==> src/hdl/scts_pkg.sv <==
// Shared types and constants for the signed-choice target-sum counter.
package scts_pkg;

    localparam int MAX_ELEMENTS = 20;
    localparam int VALUE_BITS   = 32;

    // Fixed field widths
    localparam int INDEX_W     = 5;
    localparam int ELEM_CNT_W  = 5;
    localparam int TARGET_W    = 37;
    localparam int COUNT_W     = 32;
    localparam int CFG_IDX_W   = 1;

    // Derived widths
    localparam int IDX_W      = $clog2(MAX_ELEMENTS);
    localparam int K_W        = $clog2(MAX_ELEMENTS + 1);
    localparam int SUM_W      = VALUE_BITS + K_W;
    localparam int CMP_W      = (SUM_W > TARGET_W) ? SUM_W : TARGET_W;
    localparam int IN_DATA_W  = ((INDEX_W + VALUE_BITS + 7) / 8) * 8;
    localparam int OUT_DATA_W = ((2 * COUNT_W + 7) / 8) * 8;
    localparam int CFG_DATA_W = (ELEM_CNT_W > TARGET_W) ? ELEM_CNT_W : TARGET_W;

    typedef enum logic [CFG_IDX_W-1:0] {
        CFG_ELEMENT_COUNT = 1'b0,
        CFG_TARGET_SUM    = 1'b1
    } t_cfg_reg;

    typedef enum logic {
        FUNC_LOAD = 1'b0,
        FUNC_RUN  = 1'b1
    } t_func;

    typedef enum logic [1:0] {
        ST_IDLE,
        ST_INIT,
        ST_WALK
    } t_state;

    typedef logic [1:0] t_digit;

endpackage

==> src/hdl/signed_choice_target_sum_count.sv <==
// Sequence: load items are accepted back to back while idle. A run item first forms
// the all-minus starting sum over element_count stored values, switches over to
// the walk, then steps once per combination, 3^element_count in all; the result is
// registered at the end of the last combination step, and the next item can be
// accepted in the following cycle. The one 37-bit add/subtract unit and its sum
// register serve every step. The last combination step also waits while an earlier
// result is still unread. Combinations are walked in reflected ternary Gray
// order, so each step moves one digit by one and costs a single add or subtract
// of one stored value. The input side is not ready during a run; loads are
// accepted while a previous result still waits on the output. Values must be
// loaded for every index a run uses.
module signed_choice_target_sum_count (
    input  logic                              i_clk,
    input  logic                              i_rst_n,
    // config write channel
    input  logic                              i_cfg_valid,
    output logic                              o_cfg_ready,
    input  logic [scts_pkg::CFG_IDX_W-1:0]    i_cfg_index,
    input  logic [scts_pkg::CFG_DATA_W-1:0]   i_cfg_data,
    // input stream
    input  logic                              s_axis_tvalid,
    output logic                              s_axis_tready,
    input  logic [scts_pkg::IN_DATA_W-1:0]    s_axis_tdata,  // index[4:0], value[36:5]
    input  logic                              s_axis_tuser,  // func
    // result stream
    output logic                              m_axis_tvalid,
    input  logic                              m_axis_tready,
    output logic [scts_pkg::OUT_DATA_W-1:0]   m_axis_tdata   // match_count[31:0], total_count[63:32]
);

    localparam int MAXE = scts_pkg::MAX_ELEMENTS;
    localparam int VB   = scts_pkg::VALUE_BITS;

    scts_pkg::t_state r_state, n_state;

    logic [scts_pkg::ELEM_CNT_W-1:0]        r_elem_cfg;
    logic signed [scts_pkg::TARGET_W-1:0]   r_target;

    logic [VB-1:0]                          r_value [MAXE];

    logic [scts_pkg::K_W-1:0]               r_k, n_k;
    logic [scts_pkg::K_W-1:0]               r_idx, n_idx;
    logic signed [scts_pkg::SUM_W-1:0]      r_sum, n_sum;
    logic [MAXE-1:0][1:0]                   r_digit, n_digit;
    logic [MAXE-1:0]                        r_dir, n_dir;     // 1: digit moving down
    logic [scts_pkg::COUNT_W-1:0]           r_match, n_match;
    logic [scts_pkg::COUNT_W-1:0]           r_total, n_total;
    logic                                   r_out_valid, n_out_valid;
    logic [scts_pkg::COUNT_W-1:0]           r_out_match, n_out_match;
    logic [scts_pkg::COUNT_W-1:0]           r_out_total, n_out_total;

    logic                                   in_xfer, out_xfer;
    scts_pkg::t_func                        in_func;
    logic [scts_pkg::INDEX_W-1:0]           in_index;
    logic [VB-1:0]                          in_value;

    logic                                   found;
    logic [scts_pkg::IDX_W-1:0]             sel;
    logic [scts_pkg::IDX_W-1:0]             rd_addr;
    logic signed [scts_pkg::SUM_W-1:0]      operand;
    logic                                   do_sub;
    logic signed [scts_pkg::SUM_W-1:0]      alu_out;
    logic                                   hit;
    logic                                   init_done;
    logic                                   finish_ok;

    assign in_func  = scts_pkg::t_func'(s_axis_tuser);
    assign in_index = s_axis_tdata[scts_pkg::INDEX_W-1:0];
    assign in_value = s_axis_tdata[scts_pkg::INDEX_W +: VB];

    assign in_xfer  = s_axis_tvalid && s_axis_tready;
    assign out_xfer = r_out_valid && m_axis_tready;

    assign o_cfg_ready   = 1'b1;
    assign m_axis_tvalid = r_out_valid;
    assign m_axis_tdata  = {{(scts_pkg::OUT_DATA_W - 2 * scts_pkg::COUNT_W){1'b0}},
                            r_out_total, r_out_match};

    // Config registers
    always_ff @(posedge i_clk) begin
        if (!i_rst_n) begin
            r_elem_cfg <= '0;
            r_target   <= '0;
        end else if (i_cfg_valid && o_cfg_ready) begin
            unique case (scts_pkg::t_cfg_reg'(i_cfg_index))
                scts_pkg::CFG_ELEMENT_COUNT: begin
                    r_elem_cfg <= i_cfg_data[scts_pkg::ELEM_CNT_W-1:0];
                end
                scts_pkg::CFG_TARGET_SUM: begin
                    r_target <= $signed(i_cfg_data[scts_pkg::TARGET_W-1:0]);
                end
                default: begin
                end
            endcase
        end
    end

    // Value store, written by load transfers
    always_ff @(posedge i_clk) begin
        if (in_xfer && in_func == scts_pkg::FUNC_LOAD &&
            in_index < scts_pkg::INDEX_W'(MAXE)) begin
            r_value[in_index[scts_pkg::IDX_W-1:0]] <= in_value;
        end
    end

    // Lowest digit able to step in its current direction
    always_comb begin
        found = 1'b0;
        sel   = '0;
        for (int i = 0; i < MAXE; i++) begin
            if (!found && scts_pkg::K_W'(i) < r_k &&
                (r_dir[i] ? (r_digit[i] != 2'd0) : (r_digit[i] != 2'd2))) begin
                found = 1'b1;
                sel   = scts_pkg::IDX_W'(i);
            end
        end
    end

    // Shared add/subtract unit
    assign rd_addr   = (r_state == scts_pkg::ST_INIT) ? r_idx[scts_pkg::IDX_W-1:0] : sel;
    assign operand   = scts_pkg::SUM_W'($signed(r_value[rd_addr]));
    assign do_sub    = (r_state == scts_pkg::ST_INIT) ? 1'b1 : r_dir[sel];
    assign alu_out   = do_sub ? (r_sum - operand) : (r_sum + operand);

    assign hit       = (scts_pkg::CMP_W'(r_sum) == scts_pkg::CMP_W'(r_target));
    assign init_done = (r_idx == r_k);
    assign finish_ok = !r_out_valid || m_axis_tready;

    // Next state
    always_comb begin
        n_state = r_state;
        unique case (r_state)
            scts_pkg::ST_IDLE: begin
                if (in_xfer && in_func == scts_pkg::FUNC_RUN) begin
                    n_state = scts_pkg::ST_INIT;
                end
            end
            scts_pkg::ST_INIT: begin
                if (init_done) begin
                    n_state = scts_pkg::ST_WALK;
                end
            end
            scts_pkg::ST_WALK: begin
                if (!found && finish_ok) begin
                    n_state = scts_pkg::ST_IDLE;
                end
            end
            default: begin
                n_state = scts_pkg::ST_IDLE;
            end
        endcase
    end

    // Outputs and datapath updates
    always_comb begin
        s_axis_tready = (r_state == scts_pkg::ST_IDLE);
        n_k         = r_k;
        n_idx       = r_idx;
        n_sum       = r_sum;
        n_digit     = r_digit;
        n_dir       = r_dir;
        n_match     = r_match;
        n_total     = r_total;
        n_out_valid = out_xfer ? 1'b0 : r_out_valid;
        n_out_match = r_out_match;
        n_out_total = r_out_total;

        unique case (r_state)
            scts_pkg::ST_IDLE: begin
                if (in_xfer && in_func == scts_pkg::FUNC_RUN) begin
                    n_k     = (r_elem_cfg > scts_pkg::ELEM_CNT_W'(MAXE)) ?
                              scts_pkg::K_W'(MAXE) : scts_pkg::K_W'(r_elem_cfg);
                    n_idx   = '0;
                    n_sum   = '0;
                    n_digit = '0;
                    n_dir   = '0;
                    n_match = '0;
                    n_total = scts_pkg::COUNT_W'(1);
                end
            end
            scts_pkg::ST_INIT: begin
                // all digits start at minus
                if (!init_done) begin
                    n_sum   = alu_out;
                    n_idx   = r_idx + scts_pkg::K_W'(1);
                    n_total = r_total + {r_total[scts_pkg::COUNT_W-2:0], 1'b0};
                end
            end
            scts_pkg::ST_WALK: begin
                if (found) begin
                    n_match = r_match + scts_pkg::COUNT_W'(hit);
                    n_sum   = alu_out;
                    n_digit[sel] = r_dir[sel] ? (r_digit[sel] - 2'd1)
                                              : (r_digit[sel] + 2'd1);
                    // digits below the moving one sit at an end: reflect them
                    for (int i = 0; i < MAXE; i++) begin
                        if (scts_pkg::IDX_W'(i) < sel) begin
                            n_dir[i] = ~r_dir[i];
                        end
                    end
                end else if (finish_ok) begin
                    n_out_valid = 1'b1;
                    n_out_match = r_match + scts_pkg::COUNT_W'(hit);
                    n_out_total = r_total;
                end
            end
            default: begin
            end
        endcase
    end

    always_ff @(posedge i_clk) begin
        if (!i_rst_n) begin
            r_state     <= scts_pkg::ST_IDLE;
            r_out_valid <= 1'b0;
            r_k         <= '0;
            r_idx       <= '0;
            r_sum       <= '0;
            r_digit     <= '0;
            r_dir       <= '0;
            r_match     <= '0;
            r_total     <= '0;
        end else begin
            r_state     <= n_state;
            r_out_valid <= n_out_valid;
            r_k         <= n_k;
            r_idx       <= n_idx;
            r_sum       <= n_sum;
            r_digit     <= n_digit;
            r_dir       <= n_dir;
            r_match     <= n_match;
            r_total     <= n_total;
        end
    end

    always_ff @(posedge i_clk) begin
        r_out_match <= n_out_match;
        r_out_total <= n_out_total;
    end

endmodule
==> config.mk <==
export PLATFORM = sky130hd
export DESIGN_NAME = signed_choice_target_sum_count
export DESIGN_NICKNAME = d
export VERILOG_FILES = /design/src/hdl/scts_pkg.sv /design/src/hdl/signed_choice_target_sum_count.sv
export SDC_FILE = /design/constraint.sdc
export NUM_CORES = 2
export LEC_CHECK = 0
export BUFFER_PORTS_ARGS = -buffer_cell sky130_fd_sc_hd__clkbuf_2
export CAP_MARGIN = 20
export CORE_UTILIZATION = 64
export CTS_BUF_LIST = sky130_fd_sc_hd__clkbuf_4 sky130_fd_sc_hd__clkbuf_8 sky130_fd_sc_hd__clkbuf_16
export DETAILED_ROUTE_END_ITERATION = 16
export PLACE_DENSITY = 0.81
export SYNTH_ARGS = -nofsm -noshare
export SYNTH_HDL_FRONTEND = slang
export SYNTH_SLANG_ARGS = --single-unit
==> constraint.sdc <==
create_clock -name i_clk -period 14.16 [get_ports i_clk]
set_clock_uncertainty 0.1 [all_clocks]
set_input_delay 2.832 -clock i_clk [delete_from_list [all_inputs] [get_ports i_clk]]
set_output_delay 2.832 -clock i_clk [all_outputs]
set_load 0.05 [all_outputs]
# Word-level counts from Yosys, hierarchy flattened
# Memory sizes are Yosys's and may differ from the RTL's.
# Index checks and enable logic that the tools add are counted.
[word_totals]
ff_bits = 280
ramBits = 640
inputBits = 84
output_inout_bits = 67
word_cells = 415
memories = 1
[mem_list]
columns = ["name", "depth", "width", "rd", "rd_ports_with_merged_regs", "write_ports", "line", "text"]
rows = [
  ["r_value", 20, 32, 1, 0, 1, "signed_choice_target_sum_count.sv:39", "logic [VB-1:0] r_value [MAXE];"],
]
[op_classes]
addsub = 7
order_cmp = 44
eq_ne = 49
mux = 120
bitwise_logic = 23
reduce_logical = 120
[ops]
columns = ["operator", "n"]
rows = [
  ["2-to-1 mux 37 bit", 4],
  ["2-to-1 mux 32 bit", 4],
  ["case mux 32 bit (2 select lines)", 2],
  ["case mux 37 bit (3 select lines)", 1],
  ["2-to-1 mux 5 bit", 22],
  ["inequality test 2 bit (second input constant)", 44],
  ["AND reduction 4 bit", 21],
  ["less-than comparator 4 x 5 -> 1 bit (first input constant)", 16],
  ["2-to-1 mux 40 bit", 2],
  ["case mux 40 bit (2 select lines)", 1],
  ["2-to-1 mux 1 bit", 69],
  ["logical AND 1 bit", 46],
  ["nonzero test 2 bit", 22],
  ["bitwise mux 40 bit", 1],
  ["less-than comparator 3 x 5 -> 1 bit (first input constant)", 8],
  ["less-than comparator 5 bit (first input constant)", 8],
  ["2-to-1 mux 20 bit", 2],
  ["case mux 20 bit (2 select lines)", 1],
  ["adder 37 x 32 -> 37 bit", 1],
  ["equality test 37 bit", 1],
  ["subtractor 37 x 32 -> 37 bit", 1],
  ["adder 32 x 1 -> 32 bit", 1],
  ["adder 32 bit", 1],
  ["NOT 1 bit", 23],
  ["other kinds (25)", 61],
]

# Depth between registers and ports, before layout
[logic_depth]
depth_word = 87
depth_mapped = 42
mapped_depth_nobuf = 34

# Least setup slack after synthesis
# No wires, ideal clock.
[synth_path]
path_kind = "register to register"
from = "reg r_k[4] (netlist name)"
to = "reg r_sum[35] (netlist name)"
setup_time_ns = 0.076
arrival_time_ns = 7.403
t_required_ns = 13.984
slack_ns = 6.581
path_stages_with_launch = 34
path_buffers = 5
period_less_slack_ns = 7.579
path_cell_list = "dfxtp_1 -> buf_6 -> or3_1 -> buf_6 -> o2bb2ai_4 -> o2111ai_2 -> or4_1 -> buf_2 -> o31ai_2 -> nor2_2 -> clkbuf_1 -> mux2i_1 -> mux2_2 -> a311oi_1 -> nand2_1 -> clkbuf_1 -> nand2_1 -> o21ai_0 -> ha_1 -> nor2b_1 -> o21a_1 -> o21ai_0 -> a211oi_1 -> o31ai_1 -> nand3b_1 -> a311oi_1 -> a211oi_1 -> o31ai_1 -> o21ai_0 -> o21ba_2 -> o21ai_0 -> xor2_1 -> nand3_1 -> a21boi_0"
[synth_between]
elab_chain_len = 85
word_cells_on_any_way = 132
cone_classes = "2 x add/sub; 20 x order compare; 3 x eq/ne; 47 x mux; 59 x reduce/logical; 1 x memory"
[synth_lines]
columns = ["item", "line", "text"]
rows = [
  ["from (decl)", "signed_choice_target_sum_count.sv:41", "logic [scts_pkg::K_W-1:0] r_k, n_k;"],
  ["from (signal assigned)", "signed_choice_target_sum_count.sv:226", "r_k <= n_k;"],
  ["less-than comparator 1 x 5 -> 1 bit", "signed_choice_target_sum_count.sv:111", "if (!found && scts_pkg::K_W'(i) < r_k &&"],
  ["logical AND 1 bit", "signed_choice_target_sum_count.sv:111", ""],
  ["2-to-1 mux 1 bit", "signed_choice_target_sum_count.sv:111", ""],
  ["zero test 1 bit", "signed_choice_target_sum_count.sv:111", ""],
  ["logical AND 1 bit (2 in a row)", "signed_choice_target_sum_count.sv:111", ""],
  ["2-to-1 mux 1 bit", "signed_choice_target_sum_count.sv:111", ""],
  ["zero test 1 bit", "signed_choice_target_sum_count.sv:111", ""],
  ["logical AND 1 bit (2 in a row)", "signed_choice_target_sum_count.sv:111", ""],
  ["[66 not listed]", "--", ""],
  ["logical AND 1 bit (2 in a row)", "signed_choice_target_sum_count.sv:111", ""],
  ["2-to-1 mux 5 bit", "signed_choice_target_sum_count.sv:111", ""],
  ["2-to-1 mux 5 bit / binary-select mux 1 bit (select 5 bit) (equally long branches)", "signed_choice_target_sum_count.sv:120, signed_choice_target_sum_count.sv:122", ""],
  ["memory (20 x 32 bit) / 2-to-1 mux 1 bit (equally long branches)", "--", ""],
  ["adder 37 x 32 -> 37 bit, or another cell as far along", "signed_choice_target_sum_count.sv:123", "assign alu_out = do_sub ? (r_sum - operand) : (r_sum + operand);"],
  ["2-to-1 mux 37 bit", "signed_choice_target_sum_count.sv:123", ""],
  ["2-to-1 mux 37 bit, on equally long branches", "signed_choice_target_sum_count.sv:190, signed_choice_target_sum_count.sv:183", ""],
  ["case mux 37 bit (3 select lines)", "signed_choice_target_sum_count.sv:168", "unique case (r_state)"],
  ["to (signal assigned)", "signed_choice_target_sum_count.sv:228", "r_sum <= n_sum;"],
  ["to (decl)", "signed_choice_target_sum_count.sv:43", "logic signed [scts_pkg::SUM_W-1:0] r_sum, n_sum;"],
]
# Parallel ways exist; a longest one is shown, timed or not. The select of a mux whose other input is x is not followed.
# A chain may end at the register's enable or synchronous reset.

# Worst setup path after layout
[layout_path]
from = "reg r_k[1] (netlist name)"
to = "reg r_sum[36] (netlist name)"
# Same word-level chain as after synthesis.

==> run summary <==
The worst reg-to-reg path cell count came out at 29. The cell count after placement is 4483. The sequential-to-total area share from yosys stat is 60.2%. The cell area after layout is between 40000 and 50000 µm². The floorplan step defined a core boundary enclosing 64900 µm². The total overflow reported by the global router is 0. The number of detailed-route iterations in the first pass came out at 6. The layout-stage area growth over the synthesis result came out at 10.9%. The number of buffers created by CTS came out at 92.

The remaining antenna violation count after routing is 0. By area the synthesized netlist is led by sky130_fd_sc_hd__edfxtp_1 (50%), sky130_fd_sc_hd__dfxtp_1 (10%), sky130_fd_sc_hd__nand2_1 (5.0%). The path with the worst hold slack has its endpoint at r_target[10].

The worst setup path is captured at a flop. The final-layout fill cell count is roughly 4300. The width of the chip is approximately 260 µm. The cell repeated most along the worst path is sky130_fd_sc_hd__o21ai_0.

The initial antenna violation count is 2. The post-CTS repair timing setup buffer count came out at 0. The longest individual stage delay on the worst path came out at approximately 0.89 ns. The fmax is about 0.1 GHz. In the synthesized netlist, the number of instances is approximately 3600. The cts-stage hold buffer count is 0. The largest area contributor in the netlist is sky130_fd_sc_hd__edfxtp_1. The net count of the mapped netlist is between 3000 and 4000. Dividing the synthesized area by the synthesized cell count gives 11.7 µm².

The worst register-to-register path begins at r_k[1]. The critical path required time came out at ~15 ns. The power per cell area came out at between 150 and 200 nW/µm². In the finished design, the share of the clock period the worst path needs comes to between 70 and 80%. Headroom to the max-slew limit came out at between 20% and 30%. The clock transition time at the flip-flop clock pins of the worst setup and hold paths is approximately 0.060 ns.

The sum of net half-perimeters after detailed placement came out at just over 60000 µm. The floorplan die height is 259 µm. The cell area after synthesis came out at 42300 µm². The share of flip-flops with an asynchronous set or reset after synthesis came out at 0%.

The number of hold violations in the final report came out at 0. The post-synthesis sequential element count is slightly above 900. The count of non-filler cells in the finished layout is approximately 4700. In this run the critical register-to-register path is captured at r_sum[36].

For this run, the leading register cell type out of synthesis is sky130_fd_sc_hd__edfxtp_1. The number of distinct library cells after synthesis is 92. The clock period could shrink to 10.19 ns. The count of buffers inserted at the top-level ports came out at 146. The number of max-cap violations came out at 0.

The global-route wire length before repair came out at between 150000 and 200000 µm. The via count of the first global-routing pass came out at approximately 29000. The top cell type's share of synthesized area came out at between 40% and 50%. The die outline area is 67100 µm². The transition time at the pin with the least slew margin is 1.18 ns. The worst setup path is launched from a flop.

The count of H-tree levels built during CTS came out at 3. The cell sitting at the root of the clock tree is a sky130_fd_sc_hd__clkbuf_16. For the worst setup path, the data arrival time is between 10 and 15 ns. The maximum fanout along the worst path came out at between 50 and 60. The sink count of the clock tree is 920. The number of design-rule violations left by the first detailed-router iteration is about 3500. The via count is between 20000 and 30000. The clock tree buffer depth came out at 3.

For this design, the slowest cell found on the critical path is sky130_fd_sc_hd__o31ai_2. The pin count of the biggest net entering global routing came out at between 100 and 150. The tightest min-delay check is of the reg2reg type. The final core utilization came out at between 70% and 80%. The worst hold slack is around 0.38 ns. The congestion estimate from routability-driven global placement came to around 0.94.

The post-route DRC violation count is 0. The number of rows in the core area came out at 93. After detailed placement, the total cell area comes to 43900 µm². The worst-case IR drop observed on VDD is approximately 0.17 mV. The reg-to-reg setup timing slack is 3.97 ns.

The clock latency on the worst-skew pair is between 0.6 and 0.7 ns. Setup violations remaining at the end of the flow were counted as 0. The number of synthesized flops with an enable pin came out at 704. The final wirelength came out at 106000 µm. The per-cell routed wire length came out at 22.7 µm. The critical path class is reg2reg. The initial utilization of the core area, before any placement, comes to around two thirds. TritonCTS built the clock tree.

The total negative slack for setup checks came out at 0 ns. The vias per cell came out at approximately 6.4. Setup repair after global routing left no endpoint under its margin.

Of the cells placed in the final design, the portion with a size suffix greater than 1 is 12.4%. The count of boundary I/O pins came out at 151. The number of nets in the layout is 3882. The launch point of the worst hold path is r_target[10]. The max-slew violation count is 0. The leakage component of the power is 17.1 nW.

The synthesis warning total came out at 0. The flow ran to the end, and the final reports show no timing, DRC or antenna violations. The global-route usage over all layers is a little under a third. Gates resized during post-CTS repair numbered 0. Counting instances, the worst hold path has a depth of 2.
report_power, final:
group / total (W) / internal [W] / switching [W]
sequential: 0.00309 / 0.00301 / 0.0000804
combinational: 0.00325 / 0.00114 / 0.00211
clock: 0.00239 / 0.00136 / 0.00103
total: 0.00873 / 0.00550 / 0.00322
per-layer routing:
metal	track usage [%]	vias to the layer above	wire, µm
met5	0	-	9
met2	51.6	1610	50800
li1	-	13600	-
met1	40.0	14400	40200
met3	5.94	315	10000
met4	14.1	2	4570
critical path: cells and delay by family (launching register included):
kind / cells / cell delay [ns]
compound gates: 15 / 4.65
xor+xnor: 1 / 0.17
fa+ha+maj: 1 / 0.33
buf+inv: 1 / 0.45
flops: 1 / 0.54
mux: 1 / 0.13
simple gates: 10 / 3.62
cells by family (layout without fill, tap and decap cells):
family | Yosys count | in the layout | synth area share [%]
AO/OA/AOI/OAI | 647 | 647 | 10.8
XOR/XNOR | 182 | 182 | 3.77
adder cells (fa/ha/maj) | 76 | 76 | 2.28
buffers and inverters | 226 | 412 | 2.46
flip-flops | 920 | 920 | 60.2
multiplexers | 231 | 231 | 5.77
other | 1 | 4 | 0.00886
AND/OR/NAND/NOR | 1326 | 1326 | 14.8
flip-flops by register name, summed over array words and instances, names as in the netlist:
| signal | count |
|---|---|
| r_digit | 40 |
| m_axis_tvalid | 1 |
| r_target | 37 |
| r_match | 32 |
| r_out_total | 32 |
| r_state | 2 |
| r_total | 32 |
| r_value | 640 |
| r_dir | 20 |
| r_out_match | 32 |
| r_k | 5 |
| r_sum | 37 |
| r_elem_cfg | 5 |
| r_idx | 5 |
cell type report:
type,instances,area (µm²),share of cell area [%]
antenna,3,7.51,0.0160
clock buffer,126,2610,5.57
clock inverter,41,389,0.829
inverter,40,150,0.320
multi-input combinational,2463,16000,34.2
sequential,920,25500,54.3
tap,855,1070,2.28
timing repair buffer,205,1200,2.56
stage by stage:
step           setup WS (ns)  total power (W)
6_report                3.97          0.00873
5_1_grt                 3.31          0.00910
4_1_cts                 4.22          0.00870
3_5_place_dp            4.29          0.00632
3_3_place_gp            4.44          0.00626
2_1_floorplan           6.58          0.00554
how the worst max path moves through the flow:
stage / startpoint / endpoint / slack (ns) / cells past startpoint
CTS: r_k[4] / r_sum[36] / 4.22 / 29
floorplan: r_k[4] / r_sum[35] / 6.58 / 33
finish: r_k[1] / r_sum[36] / 3.97 / 29
detailed placement: r_k[4] / r_sum[36] / 4.29 / 29
global placement: r_k[1] / r_sum[36] / 4.44 / 29
global route: r_k[4] / r_sum[36] / 3.31 / 29
cells in the mapped netlist, types with 9 or more instances:
cell type	instances
sky130_fd_sc_hd__o2111ai_1	10
sky130_fd_sc_hd__inv_1	39
sky130_fd_sc_hd__or2_2	19
sky130_fd_sc_hd__buf_2	39
sky130_fd_sc_hd__nor3_1	65
sky130_fd_sc_hd__and2_1	17
sky130_fd_sc_hd__mux2_2	23
sky130_fd_sc_hd__nor4_1	17
sky130_fd_sc_hd__buf_6	9
sky130_fd_sc_hd__edfxtp_1	704
sky130_fd_sc_hd__or3_1	16
sky130_fd_sc_hd__a32oi_1	22
sky130_fd_sc_hd__o21ai_0	75
sky130_fd_sc_hd__nand2b_1	21
sky130_fd_sc_hd__nor2b_1	125
sky130_fd_sc_hd__ha_1	74
sky130_fd_sc_hd__clkbuf_1	102
sky130_fd_sc_hd__nor2_1	143
sky130_fd_sc_hd__o21a_1	24
sky130_fd_sc_hd__nand3b_1	11
sky130_fd_sc_hd__xor2_1	71
sky130_fd_sc_hd__a31oi_1	32
sky130_fd_sc_hd__a311oi_1	10
sky130_fd_sc_hd__a21oi_1	129
sky130_fd_sc_hd__mux2i_1	200
sky130_fd_sc_hd__a22oi_1	84
sky130_fd_sc_hd__a21boi_0	70
sky130_fd_sc_hd__and3_1	44
sky130_fd_sc_hd__xnor2_1	111
sky130_fd_sc_hd__buf_1	26
sky130_fd_sc_hd__a211oi_1	30
sky130_fd_sc_hd__nand4_1	30
sky130_fd_sc_hd__nand2_1	558
sky130_fd_sc_hd__o211ai_1	22
sky130_fd_sc_hd__dfxtp_1	216
sky130_fd_sc_hd__a21o_1	26
sky130_fd_sc_hd__o22ai_1	12
sky130_fd_sc_hd__nand3_1	232
cells in the final DEF (no fill, tap or decap), types with 71 or more instances in the layout:
cell type and n:
sky130_fd_sc_hd__nor2_1 126, sky130_fd_sc_hd__xnor2_1 111, sky130_fd_sc_hd__edfxtp_1 704, sky130_fd_sc_hd__clkbuf_2 145
sky130_fd_sc_hd__clkbuf_16 93, sky130_fd_sc_hd__a22oi_1 84, sky130_fd_sc_hd__nand3_1 232, sky130_fd_sc_hd__nor2b_1 125
sky130_fd_sc_hd__ha_1 74, sky130_fd_sc_hd__o21ai_0 73, sky130_fd_sc_hd__nand2_1 558, sky130_fd_sc_hd__dfxtp_1 216
sky130_fd_sc_hd__xor2_1 71, sky130_fd_sc_hd__a21oi_1 128, sky130_fd_sc_hd__mux2i_1 200
Power figures use the tool's default switching activity.
